$ cat src/rtl/kce_pkg.sv
// ----------------------------------------------------------------------------
// Keyframe curve evaluator package
// Field widths, codes, the keyframe record and shared arithmetic helpers.
// ----------------------------------------------------------------------------
package kce_pkg;

  localparam int KEY_W        = 32;
  localparam int MODE_W       = 3;
  localparam int IDX_OUT_W    = 7;
  localparam int STATUS_W     = 2;
  localparam int DEF_MAX_KEYS = 64;

  // Q16.16 one.
  localparam logic [17:0] ONE_Q16 = 18'd65536;

  // Action codes.
  localparam logic ACT_INSERT = 1'b0;
  localparam logic ACT_EVAL   = 1'b1;

  // Result status codes.
  localparam logic [STATUS_W-1:0] ST_OK    = 2'd0;
  localparam logic [STATUS_W-1:0] ST_FULL  = 2'd1;
  localparam logic [STATUS_W-1:0] ST_EMPTY = 2'd2;

  // Interpolation modes; codes six and seven behave like linear.
  localparam logic [MODE_W-1:0] MODE_STEP     = 3'd0;
  localparam logic [MODE_W-1:0] MODE_LINEAR   = 3'd1;
  localparam logic [MODE_W-1:0] MODE_SMOOTH   = 3'd2;
  localparam logic [MODE_W-1:0] MODE_EASE_IN  = 3'd3;
  localparam logic [MODE_W-1:0] MODE_EASE_OUT = 3'd4;
  localparam logic [MODE_W-1:0] MODE_BEZIER   = 3'd5;

  // One stored keyframe.
  typedef struct packed {
    logic signed [KEY_W-1:0]  beat;
    logic signed [KEY_W-1:0]  value;
    logic [MODE_W-1:0]        mode;
    logic signed [KEY_W-1:0]  tin;
    logic signed [KEY_W-1:0]  tout;
  } key_t;

  // Clamp a 40-bit signed value to the signed 32-bit range.
  function automatic logic signed [KEY_W-1:0] sat32(input logic signed [39:0] v);
    logic signed [39:0] hi;
    logic signed [39:0] lo;
    hi = 40'sh007FFFFFFF;
    lo = -40'sh0080000000;
    if (v > hi) begin
      return 32'sh7FFFFFFF;
    end else if (v < lo) begin
      return 32'sh80000000;
    end
    return v[KEY_W-1:0];
  endfunction

endpackage

$ cat src/rtl/kce_arith.sv
// ----------------------------------------------------------------------------
// Segment interpolator
// Serial divider for t followed by a one-multiplier step sequencer.
// ----------------------------------------------------------------------------
module kce_arith import kce_pkg::*; (
  input  logic                    clk,
  input  logic                    rst,
  input  logic                    start,
  input  logic signed [KEY_W-1:0] q_beat,
  input  key_t                    pkey,
  input  key_t                    nkey,
  output logic                    done,
  output logic signed [KEY_W-1:0] result
);

  typedef enum logic [2:0] {
    A_IDLE = 3'b001,
    A_DIV  = 3'b010,
    A_POLY = 3'b100
  } astate_t;

  astate_t                 state;
  logic [4:0]              step;
  logic [KEY_W-1:0]        dt;
  logic [KEY_W+1:0]        rem;
  logic [16:0]             t;
  logic [17:0]             t2, t3, u, u2, u3, w1, w2, e;
  logic signed [KEY_W-1:0] pv, nv, ptout, ntin;
  logic [MODE_W-1:0]       mode;
  logic signed [55:0]      acc;

  logic signed [33:0]      ma;
  logic signed [19:0]      mb;
  logic signed [53:0]      prod;
  logic signed [32:0]      beat_diff, query_diff;
  logic signed [20:0]      smooth_e;
  logic [17:0]             e_sel;
  logic signed [39:0]      mix_sum;
  logic                    is_bez;

  assign is_bez     = (mode == MODE_BEZIER);
  assign beat_diff  = 33'(nkey.beat) - 33'(pkey.beat);
  assign query_diff = 33'(q_beat) - 33'(pkey.beat);

  // Easing weight for the non-Bezier modes.
  always_comb begin
    smooth_e = 21'sd3 * $signed({3'b0, t2}) - 21'sd2 * $signed({3'b0, t3});
    unique case (mode)
      MODE_SMOOTH: begin
        if (smooth_e < 21'sd0) begin
          e_sel = '0;
        end else if (smooth_e > $signed({3'b0, ONE_Q16})) begin
          e_sel = ONE_Q16;
        end else begin
          e_sel = smooth_e[17:0];
        end
      end
      MODE_EASE_IN:  e_sel = t2;
      MODE_EASE_OUT: e_sel = ONE_Q16 - u2;
      default:       e_sel = {1'b0, t};
    endcase
  end

  // Operand selection for the shared multiplier.
  always_comb begin
    ma = '0;
    mb = '0;
    unique case (step)
      5'd0: begin ma = 34'({t});           mb = 20'({t});  end
      5'd1: begin ma = 34'({t2});          mb = 20'({t});  end
      5'd2: begin ma = 34'({u});           mb = 20'(u);    end
      5'd3: begin ma = 34'({u2});          mb = 20'(u);    end
      5'd4: begin ma = 34'(20'd3 * u2);    mb = 20'({t});  end
      5'd5: begin ma = 34'(20'd3 * u);     mb = 20'(t2);   end
      5'd6: begin ma = 34'(pv);            mb = 20'(u3);   end
      5'd7: begin
        if (is_bez) begin
          ma = 34'(pv) + 34'(ptout);
          mb = 20'(w1);
        end else begin
          ma = 34'(nv) - 34'(pv);
          mb = 20'(e);
        end
      end
      5'd8: begin ma = 34'(nv) + 34'(ntin); mb = 20'(w2); end
      5'd9: begin ma = 34'(nv);             mb = 20'(t3); end
      default: begin ma = '0; mb = '0; end
    endcase
    prod = ma * mb;
  end

  assign mix_sum = 40'(pv) + 40'($signed(prod[53:16]));

  // Divider iterations, then the product steps.
  always_ff @(posedge clk) begin
    done <= 1'b0;
    if (rst) begin
      state <= A_IDLE;
      step  <= '0;
    end else begin
      unique case (state)
        A_IDLE: begin
          if (start) begin
            dt    <= beat_diff[KEY_W-1:0];
            rem   <= {2'b0, query_diff[KEY_W-1:0]};
            t     <= '0;
            pv    <= pkey.value;
            nv    <= nkey.value;
            ptout <= pkey.tout;
            ntin  <= nkey.tin;
            mode  <= pkey.mode;
            step  <= '0;
            state <= A_DIV;
          end
        end
        A_DIV: begin
          if (rem >= {2'b0, dt}) begin
            t   <= {t[15:0], 1'b1};
            rem <= (rem - {2'b0, dt}) << 1;
          end else begin
            t   <= {t[15:0], 1'b0};
            rem <= rem << 1;
          end
          if (step == 5'd16) begin
            step  <= '0;
            state <= A_POLY;
          end else begin
            step <= step + 5'd1;
          end
        end
        A_POLY: begin
          step <= step + 5'd1;
          unique case (step)
            5'd0: begin t2 <= prod[33:16]; u <= ONE_Q16 - {1'b0, t}; end
            5'd1: t3 <= prod[33:16];
            5'd2: u2 <= prod[33:16];
            5'd3: u3 <= prod[33:16];
            5'd4: w1 <= prod[33:16];
            5'd5: w2 <= prod[33:16];
            5'd6: begin
              e   <= e_sel;
              acc <= 56'(prod);
            end
            5'd7: begin
              if (is_bez) begin
                acc <= acc + 56'(prod);
              end else begin
                result <= sat32(mix_sum);
                done   <= 1'b1;
                state  <= A_IDLE;
              end
            end
            5'd8: acc <= acc + 56'(prod);
            5'd9: acc <= acc + 56'(prod);
            default: begin
              result <= sat32(acc[55:16]);
              done   <= 1'b1;
              state  <= A_IDLE;
            end
          endcase
        end
        default: state <= A_IDLE;
      endcase
    end
  end

endmodule

$ cat config.mk
export PLATFORM = sky130hd
export DESIGN_NAME = kce_arith
export DESIGN_NICKNAME = d
export VERILOG_FILES = /design/src/rtl/kce_pkg.sv /design/src/rtl/kce_arith.sv
export SDC_FILE = /design/constraint.sdc
export NUM_CORES = 2
export LEC_CHECK = 0
export BUFFER_PORTS_ARGS = -buffer_cell sky130_fd_sc_hd__clkbuf_2
export CORE_MARGIN = 4
export CORE_UTILIZATION = 45
export CTS_BUF_LIST = sky130_fd_sc_hd__clkbuf_4
export DETAILED_ROUTE_END_ITERATION = 6
export PLACE_DENSITY = 0.63
export SLEW_MARGIN = 20
export SYNTH_ARGS = -nofsm -noshare
export SYNTH_HDL_FRONTEND = slang
export SYNTH_SLANG_ARGS = --single-unit
$ cat constraint.sdc
create_clock -name clk -period 10.9 [get_ports clk]
set_clock_uncertainty 0.2 [all_clocks]
set_input_delay 1.09 -clock clk [delete_from_list [all_inputs] [get_ports clk]]
set_output_delay 1.09 -clock clk [all_outputs]
set_load 0.02 [all_outputs]
==> results_dict.tcl <==
set metrics [dict create \
    outcome "complete, but fails checks" \
    violations "DRC, setup timing" \
    synthFlopType "edfxtp_1" \
    cp.arrival_ps 12440 \
    async_flop_share_pct 0 \
    synth_top_family_by_area "adder cells" \
    gr-total-overflow 0 \
    critPathBufInv 12 \
    crit_slowest_cell "fa_1" \
    postLayoutCoreUtil_pct 60.5 \
    cp-start-kind "register" \
    vias 53528 \
    die_area_mm2 0.133 \
    wl_met2_mm 92.9 \
    finalWirelength_mm 206 \
    rsz0062_at_grt "true" \
    synth_mux_area_share_pct 0.403 \
    coreArea_mm2 0.126 \
    timing.final.crit_share_pct 109 \
    yosysTopAreaCell "edfxtp_1" \
    max_freq_mhz 83.9 \
    track_usage_pct 30.8 \
    setup_viol 55 \
    cts_sinks 455 \
    cp.required_ps 11420 \
    cp_common_cell "fa_1" \
    synth_compound_area_share_pct 17.3 \
    die_y_um 365 \
    start_util_pct 45.5 \
    syn_to_final_growth_pct 33.0 \
    dp_slack_ps -1600 \
    cts_tree "built" \
    synth_area_mm2 0.0574 \
    rows 130 \
    synth_area_leaders "edfxtp_1 23%, fa_1 21%, ha_1 11%" \
    synth_cell_types 108 \
    synth_area_per_cell_um2 9.11 \
    crit_family "adder cells" \
    hold_violations 0 \
    ioPinCount 330 \
    max-slew-margin-rel_pct 22.1 \
    synth-simple-area-share_pct 13.6 \
    ctsLongestPathBuffers 3 \
    first_pass_iters 7 \
    grt_first_pass_wirelength_mm 315 \
    antenna_found_initial 10 \
    synth_seq_area_share_pct 23.6 \
    m1WireLength_mm 86.3 \
    synth.yosys.warnings 0 \
    drt-initial-drc-count 5202 \
    globalplace.congestion 0.990 \
    synth_top_area_share_pct 23.3 \
    grt_pass1_vias 54548 \
    critPathKind "register to register" \
    root_buffer "clkbuf_4" \
    htreeDepth 3 \
    yosysMostFrequentCell "inv_1" \
    worstSetupEndpointType "register" \
    syn-num-nets 7696 \
    grt_max_degree 161 \
    drive_gt1_share_pct 28.9 \
    drv_cap 0 \
    synth_edf_count 446 \
    hp-class "primary input to register" \
    antenna_left 0 \
    dieWidth_um 365 \
    synth_common_cells "955 x inv_1, 636 x nand2_1, 606 x fa_1" \
    netlist_instances 6306 \
    crit_fanout 4 \
    hpwl_mm 168 \
    max_stage_delay_ps 550 \
    setup_slack_ps -1020 \
    drc 5 \
    nets 9311 \
    highest_layer "met5" \
    worst_hold_slack_ps 123 \
    post-route-min-period_ps 11920 \
    viasPerCell 5.54 \
    synth_xor_area_share_pct 5.46 \
    final_max_slew_viol_count 0 \
    synth_seq_cells 455 \
    clk_latency_ps 1050 \
    tightest_slew_ps 1170 \
    wl_per_cell_um 21.3 \
    cts_made_buffers 115 \
    route.met3.wl_mm 20.1 \
    clk_pin_slew_ps 80 \
    synth_fa_ha_area_share_pct 31.7 \
    port_buffers 262 \
]
-- sequential cells by signal, summed over array words and instances, names as in the netlist, 17 cells and up --
signal  cells
pv         32
rem        34
t          17
w1         18
ntin       32
t3         18
dt         32
ptout      32
nv         32
acc        56
t2         18
u          18
result     32
e          18
w2         18
u2         18
u3         18
-- area by class of cell --
cell class | count | area, um2
timing repair buffer | 1730 | 13600
inverter | 955 | 3600
clock buffer | 154 | 1160
sequential | 455 | 13600
multi-input combinational | 4664 | 42100
fill | 10689 | 49800
antenna | 3 | 7.51
tap | 1650 | 2060
clock inverter | 54 | 340
-- placed cells by master, fill, tap and decap left out, types with 40 or more instances in the layout --
cell type / count
buf_4: 1269
inv_1: 931
nand2_1: 616
fa_1: 578
nor2_1: 448
edfxtp_1: 446
ha_1: 431
a21oi_1: 377
clkbuf_2: 262
xnor2_1: 196
a21o_1: 189
o21ai_0: 165
clkbuf_4: 154
xor2_1: 138
and2_1: 123
a22oi_1: 90
dlygate4sd3_1: 83
nand3_1: 79
buf_12: 63
nand2b_1: 61
a21oi_2: 56
nor2b_1: 51
nor3_1: 49
o21bai_1: 48
ha_4: 48
o21a_1: 47
buf_6: 47
a31oi_1: 42
a211oi_1: 42
nand4_1: 40
-- routing by layer --
metal / track usage [%] / vias up
met5: 0 / -
met4: 9.01 / 4
met3: 6.26 / 334
met2: 48.9 / 2364
met1: 42.6 / 26076
li1: - / 24750
-- timing repair --
action | 4_1_cts | 5_1_grt
setup endpoints to repair | 64 | 69
cloned | 2 | 1
endpoints found under the hold margin | 83 | 0
resized for setup | 239 | 219
setup buffers | 95 | 50
pin swaps | 187 | 147
hold buffers | 83 | 0
-- logic make-up (layout without fill, tap and decap cells) --
| family | count (synthesis) | in the layout |
|---|---|---|
| compound gates | 1489 | 1489 |
| xor+xnor | 358 | 358 |
| fa+ha+maj | 1093 | 1093 |
| buf+inv | 1187 | 2893 |
| flops | 455 | 455 |
| mux | 22 | 22 |
| other cells | 0 | 3 |
| simple gates | 1702 | 1702 |
-- worst paths after layout --
check | startpoint | to | slack (ps) | cells past startpoint
setup reg to reg | nv[4] | acc[54] | -1020 | 52
hold reg to reg | step[1] | step[1] | 280 | 2
hold / removal | nkey[96] | nv[29] | 120 | 1
setup / recovery | nv[4] | acc[54] | -1020 | 52
-- metrics by stage --
stage	instances	cell area, um2	setup TNS [ps]
after floorplan	6306	58200	-1150
after global placement	9240	70700	-61840
after detailed placement	9240	70700	-73990
after CTS	9622	75100	-40460
after global routing	9664	76400	-67360
final	9665	76400	-43040
Power is left out: the tool's default activity adds up to more than one toggle a clock period on the data nets, which glitch-free logic cannot reach.
